## src/hdl/stfb_pkg.sv

```systemverilog
// Package for the sensor table frame builder.
// Table geometry, entry layout, operation, status and register codes.
// No dependencies; used by sensor_table_frame_builder_top.
package stfb_pkg;

   // table geometry
   localparam int TABLE_DEPTH = 8;
   localparam int IDX_W       = (TABLE_DEPTH > 1) ? $clog2(TABLE_DEPTH) : 1;
   localparam int CNT_W       = $clog2(TABLE_DEPTH + 1);

   // bytes per entry in a frame: id, type, four value bytes
   localparam int ENTRY_BYTES = 6;
   localparam logic [2:0] LAST_ENTRY_BYTE = 3'(ENTRY_BYTES - 1);

   // input operations
   localparam logic OP_UPDATE = 1'b0;
   localparam logic OP_SEND   = 1'b1;

   // result kinds
   localparam logic KIND_FRAME  = 1'b0;
   localparam logic KIND_STATUS = 1'b1;

   // update status codes
   localparam logic [1:0] ST_UPDATED  = 2'd0;
   localparam logic [1:0] ST_APPENDED = 2'd1;
   localparam logic [1:0] ST_FULL     = 2'd2;

   // configuration register indexes
   localparam logic [2:0] CSR_BINARY_ENABLE = 3'd0;
   localparam logic [2:0] CSR_START_BYTE    = 3'd1;
   localparam logic [2:0] CSR_END_BYTE      = 3'd2;
   localparam logic [2:0] CSR_SHORT_TYPE_A  = 3'd3;
   localparam logic [2:0] CSR_SHORT_TYPE_B  = 3'd4;

   // one table entry as stored in memory
   typedef struct packed {
      logic [7:0]  id;
      logic [7:0]  vtype;
      logic [31:0] value;
   } table_entry_type;

   // byte of an entry in frame order
   function automatic logic [7:0] entry_byte(input table_entry_type e, input logic [2:0] sel);
      logic [7:0] b;
      b = 8'h00;
      unique case (sel)
         3'd0:    b = e.id;
         3'd1:    b = e.vtype;
         3'd2:    b = e.value[7:0];
         3'd3:    b = e.value[15:8];
         3'd4:    b = e.value[23:16];
         3'd5:    b = e.value[31:24];
         default: b = 8'h00;
      endcase
      return b;
   endfunction

endpackage

```

## src/hdl/sensor_table_frame_builder_top.sv

```systemverilog
// Sensor table frame builder: sensor table in a one-port-read memory,
// update search sequencer and binary frame emitter.
// Depends on stfb_pkg.
//
// Usage:
//   req_* channel carries one word per item: op 0 updates the entry for
//   req_sensor_id (found or appended), op 1 sends the table as a frame.
//   rsp_* channel returns results: one status word per update, or one frame
//   byte per word for a send (start, count, 6 bytes per entry, XOR checksum,
//   end), with rsp_last on the final word. A send with binary_enable clear
//   returns nothing.
//   csr_* channel writes the five registers; csr_ready is always high.
//   Writes are expected only while the block is idle.
// Timing:
//   One item at a time. An update scans the table entry by entry (read,
//   compare) until the id matches or the count is reached, then writes the
//   entry (or reports a full table) and returns its status. A send streams
//   6*count+4 bytes, one per cycle while rsp_stall does not hold the output;
//   each entry read is issued while the previous entry's last byte goes out.
// Reset: clears the entry count and registers to their defaults; the table
//   memory itself is not cleared, entries are written when appended.
// Stall: rsp_stall holds the output register; the sequencer waits, and
//   req_stall stays high until the current item is finished.
module sensor_table_frame_builder_top (
   input  logic        clock,
   input  logic        reset,
   // request channel
   input  logic        req_valid,
   output logic        req_stall,
   input  logic        req_op,
   input  logic [7:0]  req_sensor_id,
   input  logic [7:0]  req_value_type,
   input  logic [31:0] req_value_word,
   // response channel
   output logic        rsp_valid,
   input  logic        rsp_stall,
   output logic        rsp_kind,
   output logic [7:0]  rsp_frame_byte,
   output logic [1:0]  rsp_update_status,
   output logic        rsp_last,
   // register write channel
   input  logic        csr_valid,
   output logic        csr_ready,
   input  logic [2:0]  csr_index,
   input  logic [7:0]  csr_data
);
   import stfb_pkg::*;

   localparam logic [CNT_W-1:0] DEPTH_CNT = CNT_W'(TABLE_DEPTH);

   typedef enum logic [8:0] {
      S_IDLE    = 9'b000000001,
      S_U_READ  = 9'b000000010,
      S_U_CHECK = 9'b000000100,
      S_U_WRITE = 9'b000001000,
      S_HEAD    = 9'b000010000,
      S_COUNT   = 9'b000100000,
      S_BYTES   = 9'b001000000,
      S_SUM     = 9'b010000000,
      S_END     = 9'b100000000
   } state_type;

   state_type           state_ff, state_in;
   logic [CNT_W-1:0]    count_ff, count_in;
   logic [IDX_W-1:0]    idx_ff, idx_in;
   logic [2:0]          bsel_ff, bsel_in;
   logic                hit_ff, hit_in;
   logic [7:0]          sum_ff, sum_in;
   logic [7:0]          id_ff, id_in;
   logic [7:0]          vtype_ff, vtype_in;
   logic [31:0]         word_ff, word_in;

   logic                binary_enable_ff, binary_enable_in;
   logic [7:0]          start_byte_ff, start_byte_in;
   logic [7:0]          end_byte_ff, end_byte_in;
   logic [7:0]          short_a_ff, short_a_in;
   logic [7:0]          short_b_ff, short_b_in;

   logic                rsp_valid_ff, rsp_valid_in;
   logic                rsp_kind_ff, rsp_kind_in;
   logic [7:0]          rsp_byte_ff, rsp_byte_in;
   logic [1:0]          rsp_status_ff, rsp_status_in;
   logic                rsp_last_ff, rsp_last_in;

   // table memory, one write and one registered read per cycle
   table_entry_type     table_mem [TABLE_DEPTH];
   table_entry_type     rd_data_ff;
   logic                mem_we, mem_re;
   logic [IDX_W-1:0]    mem_waddr, mem_raddr;
   table_entry_type     mem_wdata;

   logic                out_free, emit, accept, is_short;
   logic [7:0]          emit_byte;
   logic [CNT_W-1:0]    idx_next_cnt;

   always_ff @(posedge clock) begin
      if (mem_we) begin
         table_mem[mem_waddr] <= mem_wdata;
      end
      if (mem_re) begin
         rd_data_ff <= table_mem[mem_raddr];
      end
   end

   // register writes
   assign csr_ready = 1'b1;

   always_comb begin
      binary_enable_in = binary_enable_ff;
      start_byte_in    = start_byte_ff;
      end_byte_in      = end_byte_ff;
      short_a_in       = short_a_ff;
      short_b_in       = short_b_ff;
      if (csr_valid) begin
         unique case (csr_index)
            CSR_BINARY_ENABLE: binary_enable_in = csr_data[0];
            CSR_START_BYTE:    start_byte_in    = csr_data;
            CSR_END_BYTE:      end_byte_in      = csr_data;
            CSR_SHORT_TYPE_A:  short_a_in       = csr_data;
            CSR_SHORT_TYPE_B:  short_b_in       = csr_data;
            default:           ;
         endcase
      end
   end

   // handshake helpers
   assign out_free     = !rsp_valid_ff || !rsp_stall;
   assign req_stall    = (state_ff != S_IDLE);
   assign accept       = req_valid && !req_stall;
   assign idx_next_cnt = CNT_W'(idx_ff) + CNT_W'(1);
   assign is_short     = (vtype_ff == short_a_ff) || (vtype_ff == short_b_ff);
   assign emit_byte    = entry_byte(rd_data_ff, bsel_ff);

   // capture of the accepted item
   assign id_in    = accept ? req_sensor_id  : id_ff;
   assign vtype_in = accept ? req_value_type : vtype_ff;
   assign word_in  = accept ? req_value_word : word_ff;

   // sequencer
   always_comb begin
      state_in      = state_ff;
      count_in      = count_ff;
      idx_in        = idx_ff;
      bsel_in       = bsel_ff;
      hit_in        = hit_ff;
      sum_in        = sum_ff;
      emit          = 1'b0;
      rsp_kind_in   = rsp_kind_ff;
      rsp_byte_in   = rsp_byte_ff;
      rsp_status_in = rsp_status_ff;
      rsp_last_in   = rsp_last_ff;
      mem_we        = 1'b0;
      mem_waddr     = idx_ff;
      mem_wdata     = rd_data_ff;
      mem_re        = 1'b0;
      mem_raddr     = idx_ff;

      unique case (state_ff)
         S_IDLE: begin
            if (accept) begin
               if (req_op == OP_UPDATE) begin
                  idx_in = '0;
                  hit_in = 1'b0;
                  state_in = (count_ff == '0) ? S_U_WRITE : S_U_READ;
               end else if (binary_enable_ff) begin
                  state_in = S_HEAD;
               end
            end
         end
         S_U_READ: begin
            mem_re   = 1'b1;
            state_in = S_U_CHECK;
         end
         S_U_CHECK: begin
            if (rd_data_ff.id == id_ff) begin
               hit_in   = 1'b1;
               state_in = S_U_WRITE;
            end else if (idx_next_cnt == count_ff) begin
               state_in = S_U_WRITE;
            end else begin
               idx_in   = idx_ff + IDX_W'(1);
               state_in = S_U_READ;
            end
         end
         S_U_WRITE: begin
            if (out_free) begin
               emit          = 1'b1;
               rsp_kind_in   = KIND_STATUS;
               rsp_byte_in   = 8'h00;
               rsp_last_in   = 1'b1;
               mem_wdata.id    = id_ff;
               mem_wdata.vtype = vtype_ff;
               if (hit_ff) begin
                  // existing entry, short types keep the upper value bytes
                  mem_we          = 1'b1;
                  mem_waddr       = idx_ff;
                  mem_wdata.value = is_short ? {rd_data_ff.value[31:8], word_ff[7:0]}
                                             : word_ff;
                  rsp_status_in   = ST_UPDATED;
               end else if (count_ff < DEPTH_CNT) begin
                  // fresh entry, short types start with zero upper bytes
                  mem_we          = 1'b1;
                  mem_waddr       = count_ff[IDX_W-1:0];
                  mem_wdata.value = is_short ? {24'h000000, word_ff[7:0]} : word_ff;
                  count_in        = count_ff + CNT_W'(1);
                  rsp_status_in   = ST_APPENDED;
               end else begin
                  rsp_status_in   = ST_FULL;
               end
               state_in = S_IDLE;
            end
         end
         S_HEAD: begin
            if (out_free) begin
               emit          = 1'b1;
               rsp_kind_in   = KIND_FRAME;
               rsp_byte_in   = start_byte_ff;
               rsp_status_in = ST_UPDATED;
               rsp_last_in   = 1'b0;
               state_in      = S_COUNT;
            end
         end
         S_COUNT: begin
            if (out_free) begin
               emit        = 1'b1;
               rsp_byte_in = 8'(count_ff);
               sum_in      = 8'(count_ff);
               idx_in      = '0;
               bsel_in     = 3'd0;
               if (count_ff == '0) begin
                  state_in = S_SUM;
               end else begin
                  mem_re    = 1'b1;
                  mem_raddr = '0;
                  state_in  = S_BYTES;
               end
            end
         end
         S_BYTES: begin
            if (out_free) begin
               emit        = 1'b1;
               rsp_byte_in = emit_byte;
               sum_in      = sum_ff ^ emit_byte;
               if (bsel_ff == LAST_ENTRY_BYTE) begin
                  bsel_in = 3'd0;
                  if (idx_next_cnt < count_ff) begin
                     // fetch next entry as this one's last byte leaves
                     idx_in    = idx_ff + IDX_W'(1);
                     mem_re    = 1'b1;
                     mem_raddr = idx_ff + IDX_W'(1);
                  end else begin
                     state_in = S_SUM;
                  end
               end else begin
                  bsel_in = bsel_ff + 3'd1;
               end
            end
         end
         S_SUM: begin
            if (out_free) begin
               emit        = 1'b1;
               rsp_byte_in = sum_ff;
               state_in    = S_END;
            end
         end
         S_END: begin
            if (out_free) begin
               emit        = 1'b1;
               rsp_byte_in = end_byte_ff;
               rsp_last_in = 1'b1;
               state_in    = S_IDLE;
            end
         end
         default: state_in = S_IDLE;
      endcase
   end

   assign rsp_valid_in = emit || (rsp_valid_ff && rsp_stall);

   // control registers
   always_ff @(posedge clock) begin
      if (reset) begin
         state_ff         <= S_IDLE;
         count_ff         <= '0;
         rsp_valid_ff     <= 1'b0;
         binary_enable_ff <= 1'b0;
         start_byte_ff    <= 8'h02;
         end_byte_ff      <= 8'h03;
         short_a_ff       <= 8'h00;
         short_b_ff       <= 8'h01;
      end else begin
         state_ff         <= state_in;
         count_ff         <= count_in;
         rsp_valid_ff     <= rsp_valid_in;
         binary_enable_ff <= binary_enable_in;
         start_byte_ff    <= start_byte_in;
         end_byte_ff      <= end_byte_in;
         short_a_ff       <= short_a_in;
         short_b_ff       <= short_b_in;
      end
   end

   // payload registers
   always_ff @(posedge clock) begin
      idx_ff   <= idx_in;
      bsel_ff  <= bsel_in;
      hit_ff   <= hit_in;
      sum_ff   <= sum_in;
      id_ff    <= id_in;
      vtype_ff <= vtype_in;
      word_ff  <= word_in;
      if (emit) begin
         rsp_kind_ff   <= rsp_kind_in;
         rsp_byte_ff   <= rsp_byte_in;
         rsp_status_ff <= rsp_status_in;
         rsp_last_ff   <= rsp_last_in;
      end
   end

   assign rsp_valid         = rsp_valid_ff;
   assign rsp_kind          = rsp_kind_ff;
   assign rsp_frame_byte    = rsp_byte_ff;
   assign rsp_update_status = rsp_status_ff;
   assign rsp_last          = rsp_last_ff;

`ifndef ASSERT_OFF
   // entry count never runs past the table
   a_count_bound: assert property (@(posedge clock) disable iff (reset)
      count_ff <= DEPTH_CNT)
      else $error("entry count exceeds table depth");

   // the count only moves together with an appended status word
   a_count_append: assert property (@(posedge clock) disable iff (reset)
      (!$past(reset) && (count_ff != $past(count_ff)))
         |-> (rsp_valid && rsp_kind == KIND_STATUS && rsp_update_status == ST_APPENDED))
      else $error("entry count changed without an append");

   // frame bytes are only read from entries below the count
   a_read_in_range: assert property (@(posedge clock) disable iff (reset)
      (state_ff == S_BYTES) |-> (CNT_W'(idx_ff) < count_ff))
      else $error("frame read beyond stored entries");

   // a status word is always the only result of its item
   a_status_last: assert property (@(posedge clock) disable iff (reset)
      (rsp_valid && rsp_kind == KIND_STATUS) |-> rsp_last)
      else $error("status word without last");
`endif

endmodule
```

## config.mk

```make
export PLATFORM = sky130hd
export DESIGN_NAME = sensor_table_frame_builder_top
export DESIGN_NICKNAME = d
export VERILOG_FILES = /design/src/hdl/stfb_pkg.sv /design/src/hdl/sensor_table_frame_builder_top.sv
export SDC_FILE = /design/constraint.sdc
export NUM_CORES = 1
export LEC_CHECK = 0
export BUFFER_PORTS_ARGS = -buffer_cell sky130_fd_sc_hd__buf_2
export CAP_MARGIN = 20
export CORE_ASPECT_RATIO = 0.5
export CORE_MARGIN = 4
export CORE_UTILIZATION = 53
export CTS_BUF_LIST = sky130_fd_sc_hd__clkbuf_16
export DETAILED_ROUTE_END_ITERATION = 6
export GPL_TIMING_DRIVEN = 0
export PLACE_DENSITY = 0.77
export SKIP_LAST_GASP = 1
export SLEW_MARGIN = 5
export SYNTH_ARGS = -nofsm -noshare
export SYNTH_HDL_FRONTEND = slang
export SYNTH_SLANG_ARGS = --single-unit
```

## constraint.sdc

```tcl
create_clock -name clock -period 5.1 [get_ports clock]
set_clock_uncertainty 0.1 [all_clocks]
set_input_delay 0.51 -clock clock [delete_from_list [all_inputs] [get_ports clock]]
set_output_delay 0.51 -clock clock [all_outputs]
set_load 0.02 [all_outputs]
```

# After elaboration in Yosys (flattened, before gate mapping)
# Memory sizes are Yosys's and may differ from the RTL's. A register that Yosys moved wholly into a read port is not among the register bits.
# Cells that the tools add are included.
# totals
mem_count	1
reg_bits	122
inputBits	65
word_cells	175
ram_bits	384
output_inout_bits	15
# classes
reduce_logical	32
n_eq_ne	38
mux	77
magnitude_cmp	2
n_addsub	4
bitwise_logic	2
# memory_table
memory	depth	width	rd	rd_ports_with_merged_regs	wr	line	rtl
table_mem	8	48	1	1	1	sensor_table_frame_builder_top.sv:86	table_entry_type table_mem [TABLE_DEPTH];
# op_table
op	count
32-bit 2-to-1 mux	4
48-bit 2-to-1 mux	2
8-bit case mux with 6 select lines	2
9-bit 2-to-1 mux	10
9-bit case mux with 8 select lines	1
8-bit 2-to-1 mux	8
3-bit 2-to-1 mux	16
2-bit inequality test (second input constant)	13
8-bit equality test	3
1-bit 2-to-1 mux	18
8-bit case mux with 2 select lines	1
4-bit AND reduction	4
3-bit by 2-bit equality test with 1-bit output (second input constant)	4
4-bit 2-to-1 mux	3
3-bit case mux with 2 select lines	2
3-bit case mux with 4 select lines	1
2-bit AND reduction	5
3-bit equality test (second input constant)	3
9-bit by 1-bit equality test with 1-bit output (second input constant)	1
9-bit by 2-bit equality test with 1-bit output (second input constant)	1
9-bit by 3-bit equality test with 1-bit output (second input constant)	1
9-bit by 4-bit equality test with 1-bit output (second input constant)	1
9-bit by 5-bit equality test with 1-bit output (second input constant)	1
9-bit by 6-bit equality test with 1-bit output (second input constant)	1
other kinds (33)	49

# Logic depth before layout (Yosys ltp)
# Gate-level depths: netlist of run 1.
# depth
depth_word	7
depth_mapped	14
ltp_nobuf	10

# Worst setup path before layout of run 1
# OpenSTA, ideal clock, no wires.
# synth_path
kind	register to register
from	reg state_ff[4]
to	mem table_mem[4][0] (netlist name), enable pin
synth_period_minus_slack_ps	4705
required_ps	4546
setup_time_ps	454
path_buffers	2
arrival_ps	4151
stages_incl_launch_ff	10
path_slack_ps	395
path_cell_list	dfxtp_1 buf_2 or4_1 nor3_2 nand4b_1 or4_1 buf_2 nor3_1 a31oi_1 nor2_1
# synth_via
elab_chain_cells	4
word_cells_on_any_way	5
cone_classes	1 x eq/ne; 4 x mux
# synth_rtl
item	line	rtl
start, declared	sensor_table_frame_builder_top.sv:63	state_type state_ff, state_in;
start signal, assigned	sensor_table_frame_builder_top.sv:292	state_ff <= state_in;
9-bit by 4-bit equality test with 1-bit output *	sensor_table_frame_builder_top.sv:158	unique case (state_ff)
1-bit 2-to-1 mux	sensor_table_frame_builder_top.sv:158	
1-bit 2-to-1 mux	sensor_table_frame_builder_top.sv:97	if (mem_we) begin
1-bit 2-to-1 mux (implied by the code)	sensor_table_frame_builder_top.sv:98	table_mem[mem_waddr] <= mem_wdata;
end, declared	sensor_table_frame_builder_top.sv:86	
# Mark *: on every way between the ends. The rest lies on a longest branch, timed or not.

# Worst setup path after layout of run 1
# layout_path
from	reg idx_ff[0]
to	reg, netlist name rd_data_ff[27]
# layout_via
elab_chain_cells	6
word_cells_on_any_way	13
cone_classes	2 x add/sub; 1 x order compare; 10 x mux
# layout_rtl
item	line	rtl
start, declared	sensor_table_frame_builder_top.sv:65	logic [IDX_W-1:0] idx_ff, idx_in;
start signal, assigned	sensor_table_frame_builder_top.sv:305	idx_ff <= idx_in;
3-bit by 1-bit adder with 4-bit output	sensor_table_frame_builder_top.sv:130	assign idx_next_cnt = CNT_W'(idx_ff) + CNT_W'(1);
4-bit < comparator	sensor_table_frame_builder_top.sv:246	if (idx_next_cnt < count_ff) begin
1-bit 2-to-1 mux / 3-bit 2-to-1 mux (equally long branches) (3 in series)	n/a	
1-bit case mux with 3 select lines / 3-bit case mux with 2 select lines (equally long branches)	sensor_table_frame_builder_top.sv:158	
# Parallel ways exist; a longest one is shown, timed or not.
# A chain may end at the register's enable or synchronous reset.

==> results of run 1 <==
[area by class of cell]
| type | instances | area, sq um |
|---|---|---|
| Fill cell | 2975 | 16100 |
| Inverter | 29 | 109 |
| Sequential cell | 554 | 16200 |
| Timing Repair Buffer | 118 | 986 |
| Tap cell | 577 | 722 |
| Clock inverter | 38 | 233 |
| Buffer | 81 | 423 |
| Multi-Input combinational cell | 789 | 6510 |
| Clock buffer | 49 | 1230 |
[repair_timing]
action | in CTS | in global routing
endpoints found under the setup margin | 0 | 0
hold endpoints to repair | 20 | 1
hold buffers | 20 | 1
[layout by cell type (no fill, tap or decap), types with 8 or more instances in the layout]
cell and n:
a21oi_1 47, o21ai_0 17, dlygate4sd3_1 21, nor2_1 41, inv_1 40, clkbuf_16 49
a222oi_1 27, ha_1 12, nor3_1 14, nand2b_1 9, mux2_2 76, xnor2_1 26
a22o_1 25, buf_12 16, edfxtp_1 507, clkinv_1 12, buf_2 105, xor2_1 12
dfxtp_1 47, clkinv_2 9, buf_4 12, clkbuf_1 34, nor2_4 8, mux2i_1 298
nand2_1 82
[registers in the layout, indices dropped and copies added (netlist names), 9 cells and up]
name,cells
state_ff,9
rd_data_ff,48
table_mem,384
word_ff,32
[cell usage after synthesis (all sizes together) (20+ instances only)]
master	instances	share of area, %
dfxtp	47	4.1
clkbuf	35	0.57
mux2i	298	13
a21oi	47	1.0
a222oi	27	1.2
xnor2	26	0.98
a22o	25	0.95
inv	29	0.47
mux2	76	3.7
nand2	84	1.4
edfxtp	507	66
o21ai	20	0.43
nor2	49	0.80
buf	46	1.3
[metrics by stage]
stage | utilization (%) | hold WS (ns) | power [mW]
after detailed placement | 58.1 | 0.354 | 8.76
after CTS | 62.0 | 0.0000716 | 12.2
after global routing | 62.0 | 0.000839 | 12.6
after floorplan | - | 0.331 | 7.82
final | 62.0 | 0.0164 | 12.1
after global placement | 57.0 | 0.344 | 8.63
[critical path, stage by stage (launching register included)]
cell	delay, ns
edfxtp_1	0.52
ha_1	0.35
xor2_1	0.17
ha_1	0.31
a21oi_1	0.07
a21oi_1	0.39
nor2_1	0.12
a21oi_1	0.15
o21ai_0	0.09
o21ai_1	0.32
buf_2	0.41
clkbuf_1	0.66
mux2_2	0.43
[power groups by stage]
stage | Sequential [mW] | Clock (mW) | Combinational, mW
after floorplan | 5.50 | 0 | 2.32
after global placement | 5.56 | 0 | 3.07
after detailed placement | 5.55 | 0 | 3.21
after CTS | 5.45 | 3.46 | 3.24
after global routing | 5.46 | 3.67 | 3.45
final | 5.45 | 3.43 | 3.25
[worst max path at each step]
stage                        startpoint                         end  slack [ns]
3_3_place_gp   state_ff[4]$_SDFFE_PP0P_  table_mem[7][22]$_DFFE_PP_       -2.27
5_1_grt             idx_ff[0]$_DFFE_PP_    rd_data_ff[40]$_DFFE_PP_        0.59
3_5_place_dp        idx_ff[0]$_DFFE_PP_    rd_data_ff[27]$_DFFE_PP_        0.85
6_report            idx_ff[0]$_DFFE_PP_    rd_data_ff[27]$_DFFE_PP_        0.74
2_1_floorplan  state_ff[4]$_SDFFE_PP0P_   table_mem[4][0]$_DFFE_PP_        0.40
4_1_cts             idx_ff[0]$_DFFE_PP_    rd_data_ff[40]$_DFFE_PP_        0.81
[layer usage]
layer	GRT usage, %	up-vias	share of wire (%)	wire length, microns
li1	-	5932	-	-
met4	5.51	0	2.1	1200
met3	5.19	94	9.7	5490
met2	39.7	664	48	27200
met5	0	-	0	0
met1	32.0	6743	40	22800
[cell families after synthesis]
kind of cell,count (synthesis),synth area share [%]
flops,554,69.9
mux,374,16.6
buf+inv,110,2.30
compound gates,154,4.76
other cells,1,0.0162
xor+xnor,38,1.44
simple gates,210,4.35
fa+ha+maj,12,0.649
==> results.md, run 1 <==
- Register area share after synthesis: 69.9%
- Comb power frac: 26.8%
- Placement Setup Slack: 0.847 ns
- Switching power of the nets: 3.60 mW
- Clock insertion delay at the later pin of the skew report: 0.57 ns
- Mapped Nets: 1530
- Drt initial violations: 1668
- Hold path cells: 1
- Final hold vios: 0
- Final non-filler cell total: 2235
- Top flip-flop cell by instance count after synthesis: edfxtp_1
- Final instance area: 26400 sq um
- Max Cap Violations: 0
- Clock Tree Root: clkbuf_16
- Area growth from synthesis to layout: 14.0%
- Destination of the worst hold path: word_ff[12]$_DFFE_PP_
- Finish-stage setup viols: 0
- Post-CTS setup buffers: 0
- Worst r2r dst: rd_data_ff[27]$_DFFE_PP_
- Number of I/O port buffers: 77
- Antenna violations before repair: 2
- Type of element capturing the critical path: flip-flop
- Ratio of total power to cell area: 460 nW/um^2
- Cell count after synthesis: 1453
- Max-slew violations: 0
- Max IR drop VDD: 0.306 mV
- Fmax: 229 MHz
- TritonCTS Sinks: 554
- Number of cells after detailed placement: 2125
- Violations in the final reports: design-rule violations
- Share of final-layout standard cells stronger than drive strength 1: 18.2%
- Minimum clock period: 4.36 ns
- Starting Density: 54.4%
- Proportion of total power due to net switching: 29.6%
- Num ports: 80
- Required time of the worst setup path: 5.32 ns
- Maximum number of pins on one net before global-route repair: 33
- Last weighted congestion value of the routability-driven placer: 0.885
- Vias after detailed routing: 13400
- Final worst path period share: 85.5%
- TritonCTS clock tree: built
- Clk pwr share: 28.3%
- Cell area after placement: 24700 sq um
- Core Region: 42500 sq um
- Global-route wire length before repair: 82800 microns
- Part of the power in registers: 44.9%
- Die Y: 156 microns
- Hold crit path type: input pin to flip-flop
- Maximum fanout along the worst path: 10
- Mean area per synthesized cell: 15.9 sq um
- Number of synthesized flops with an enable pin: 507
- Min-Delay Startpoint: req_value_word[12]
- Ys Warns: 0
- Die X: 303 microns
- Count of instances resized after the clock tree is built: 0
- Aggregate global routing overflow: 0
- Residual DRC count: 7
- Die ar.: 47200 sq um
- Number of clock buffers inserted by TritonCTS: 48
- Origin of the critical flop-to-flop path: idx_ff[0]$_DFFE_PP_
- Synth unique cells: 60
- Layout net count: 1698
- Worst R2R Path Depth: 12
- Crit path launch type: flip-flop
- Internal power contribution: 8.54 mW
- RSZ-0062 raised after global routing: false
- Max Buffers Root-to-Sink: 3
- Post-synthesis register bit count: 554
- DP Wirelength: 37100 microns
- Critical path type: flip-flop to flip-flop
- Worst Tran Pin Value: 1.05 ns
- Max-slew headroom at the worst pin: 29.7%
- Worst setup slack for register-to-register paths: 0.74 ns
- Residual antenna-violating net count after detailed routing: 0
- Number of levels in the clock H-tree: 2
- Outcome: complete, but fails checks
- Post-Route WL: 56700 microns
- Router iterations before antenna repair: 7
- Global routing usage summed across all routing layers: 23.7%
- Via count of the first global-routing pass: 13400
- Rows: 53
- Final TNS setup: 0 ns
- Arr. time, crit path: 4.58 ns
- Synth Cell Area: 23100 sq um
- Routed WL per cell: 25.4 microns
- CTS clk-pin slew, worst paths: 0.07 ns
- Antenna cells: 0
- Share of flip-flops with an asynchronous set or reset after synthesis: 0%
- Final worst-path setup slack: 0.738 ns
- Leakage: 9.58 nW
- Ratio of routed vias to standard cells: 6.01
(Power assumes the default switching activity.)
==> inputs of run 2 (changes only) <==
Clock period 5.1 ns to 4.2 ns, I/O delays scaled along.
==> run 2 against run 1 <==
The run still ends with design-rule violations left. First-iteration DRC count shrank 4.7%. Flip-flop and latch count is the same. Combinational power up 22%. Sequential share of layout area is 0.91 points lower. Critical path type unchanged. Critical path depth decreased by 3. Critical endpoint is now table_mem[3][21]$_DFFE_PP_. Hold slack improved by 0.0053 ns. Design area is 1.5% higher. Core utilization grew 0.94 points. Die area unchanged. Via count rose by 2.3%.
==> results.md, run 2 (same netlist as run 1, synthesis figures left out) <==
- Clock Tree Root: clkbuf_16
- Num ports: 80 (unchanged)
- Max Cap Violations: 0 (unchanged)
- Leakage: 9.75 nW (+1.8%)
- Starting Density: 54.4% (unchanged)
- Arr. time, crit path: 4.21 ns (-0.37 ns)
- Largest register FFs: 384 (unchanged)
- Met2 GRT Util: 39.1% (-0.62 points)
- Final worst path period share: 96.0% (+11 points)
- Final non-filler cell total: 2262 (+1.2%)
- Post-Route WL: 56900 microns (+0.39%)
- TritonCTS Sinks: 554 (unchanged)
- Max-slew headroom at the worst pin: 34.1% (+4.4 points)
- RSZ-0062 raised after global routing: false
- Drt initial violations: 1590 (-4.7%)
- Residual DRC count: 5 (-2)
- Global routing usage summed across all routing layers: 24.0% (+0.31 points)
- Cell area after placement: 24700 sq um (about the same)
- Final hold vios: 0 (unchanged)
- Type of element capturing the critical path: flip-flop
- Area growth from synthesis to layout: 15.7%
- Layout net count: 1726 (+1.6%)
- Final core occ: 63.0% (+0.94 points)
- TritonCTS clock tree: built
- Number of I/O port buffers: 77 (unchanged)
- Vias after detailed routing: 13700 (+2.3%)
- Router iterations before antenna repair: 7 (unchanged)
- Maximum fanout along the worst path: 18 (+8)
- Ratio of total power to cell area: 563 nW/um^2 (+22%)
- Post-route worst hold slack: 0.0216 ns (+0.00529 ns)
- Max-slew violations: 0 (unchanged)
- Die Y: 156 microns (unchanged)
- Last weighted congestion value of the routability-driven placer: 0.879 (-0.69%)
- Antenna violations before repair: 1 (-1)
- Outcome: complete, but fails checks
- Final instance area: 26800 sq um (+1.5%)
- Most used cells in the layout excluding fill and tap cells: edfxtp_1, mux2i_1, buf_2
- Fmax: 248 MHz (+8.1%)
- Finish-stage setup viols: 0 (unchanged)
- Violations in the final reports: design-rule violations
- Residual antenna-violating net count after detailed routing: 0 (unchanged)
- Max Buffers Root-to-Sink: 3 (unchanged)
- Die ar.: 47200 sq um (unchanged)
- Number of clock buffers inserted by TritonCTS: 48 (unchanged)
- Number of levels in the clock H-tree: 2 (unchanged)
- Ratio of routed vias to standard cells: 6.07 (+1.1%)
- Via count of the first global-routing pass: 13600 (+1.5%)
- Top flop regs: table_mem: 384 flops, rd_data_ff: 48 flops, word_ff: 32 flops
- Share of final-layout standard cells stronger than drive strength 1: 18.3% (+0.14 points)
- Max IR drop VDD: 0.324 mV (+5.9%)
- DP Wirelength: 36900 microns (-0.50%)
- Core Region: 42500 sq um (unchanged)
- Largest Register: table_mem
- Critical path type: flip-flop to flip-flop
- Routed WL per cell: 25.2 microns (-0.81%)
- Hold crit path type: input pin to flip-flop
- Number of cells after detailed placement: 2123 (-0.094%)
- Die X: 303 microns (unchanged)
- Fraction of met3 tracks used by global routing: 5.34% (+0.15 points)
- Worst Tran Pin Value: 0.988 ns (-0.0586 ns)
- CTS clk-pin slew, worst paths: 0.07 ns (about the same)
- Aggregate global routing overflow: 0 (unchanged)
- Required time of the worst setup path: 4.38 ns (-0.94 ns)
- Rows: 53 (unchanged)
- Most common library cell in the layout ignoring fill and taps: edfxtp_1
- Final TNS setup: 0 ns (unchanged)
- Global routing met1 resource utilization: 32.9% (+0.86 points)
- Global-route wire length before repair: 84100 microns (+1.5%)
- Maximum number of pins on one net before global-route repair: 49 (+48%)
- Global routing's busiest layer: met2
- Minimum clock period: 4.03 ns (-0.328 ns)
- Crit path launch type: flip-flop
- Clock insertion delay at the later pin of the skew report: 0.58 ns (about the same)
-- run 2: cell count changes in the layout (fill, tap and decap cells not counted), moves of 3 or more --
cell,change
bufinv_16,+5
buf_12,-4
dlygate4sd3_1,+27
inv_1,-3
-- run 2: final timing paths --
check,to,cells after the start,slack [ns],startpoint
worst max register to register,table_mem[3][21]$_DFFE_PP_,9,0.17,state_ff[4]$_SDFFE_PP0P_
worst min-delay path,short_a_ff[4]$_SDFFE_PP0P_,3,0.02,csr_data[4]
worst max-delay path,table_mem[3][21]$_DFFE_PP_,9,0.17,state_ff[4]$_SDFFE_PP0P_
worst min register to register,start_byte_ff[6]$_SDFFE_PP0P_,2,0.37,start_byte_ff[6]$_SDFFE_PP0P_
-- run 2: report_power, final --
part           total (mW)  internal, mW  switching (mW)
Clock                4.48          2.55            1.93
Combinational        3.98          1.68            2.29
Sequential           6.62          6.46           0.159
-- run 2: cell type report --
cell class / instances / area, sq um
Multi-Input combinational cell: 789 / 6510
Antenna cell: 1 / 2.50
Inverter: 29 / 109
Clock inverter: 36 / 354
Tap cell: 577 / 722
Clock buffer: 49 / 1230
Fill cell: 2977 / 15700
Sequential cell: 554 / 16200
Timing Repair Buffer: 146 / 1250
Buffer: 81 / 425
-- run 2: layer usage --
metal | vias to the layer above | share of wire [%]
met5 | - | 0
met4 | 0 | 2.7
met3 | 124 | 10
met2 | 732 | 47
met1 | 6872 | 40
li1 | 6013 | -
-- run 2: what timing repair did --
item	in CTS	in global routing
resized for setup	2	1
pin swaps	0	2
endpoints found under the setup margin	13	51
hold buffers	48	0
setup buffers	0	2
hold endpoints to repair	48	0
-- run 2: through the flow --
| step | worst slack (ns) | total power, mW |
|---|---|---|
| 5_1_grt | 0.0420 | 15.6 |
| 3_3_place_gp | -3.09 | 10.5 |
| 4_1_cts | 0.139 | 15.1 |
| 3_5_place_dp | -0.0170 | 10.6 |
| 6_report | 0.167 | 15.1 |
| 2_1_floorplan | -0.505 | 9.50 |
-- run 2: worst max-delay path, cell delays in order (launching register included) --
cell,delay (ns)
dfxtp_1,0.29
buf_2,0.16
or4_1,0.60
nor3_2,0.23
nand4_1,0.34
clkbuf_1,0.43
or2_2,0.51
nor2_4,0.56
buf_12,0.28
buf_16,0.20
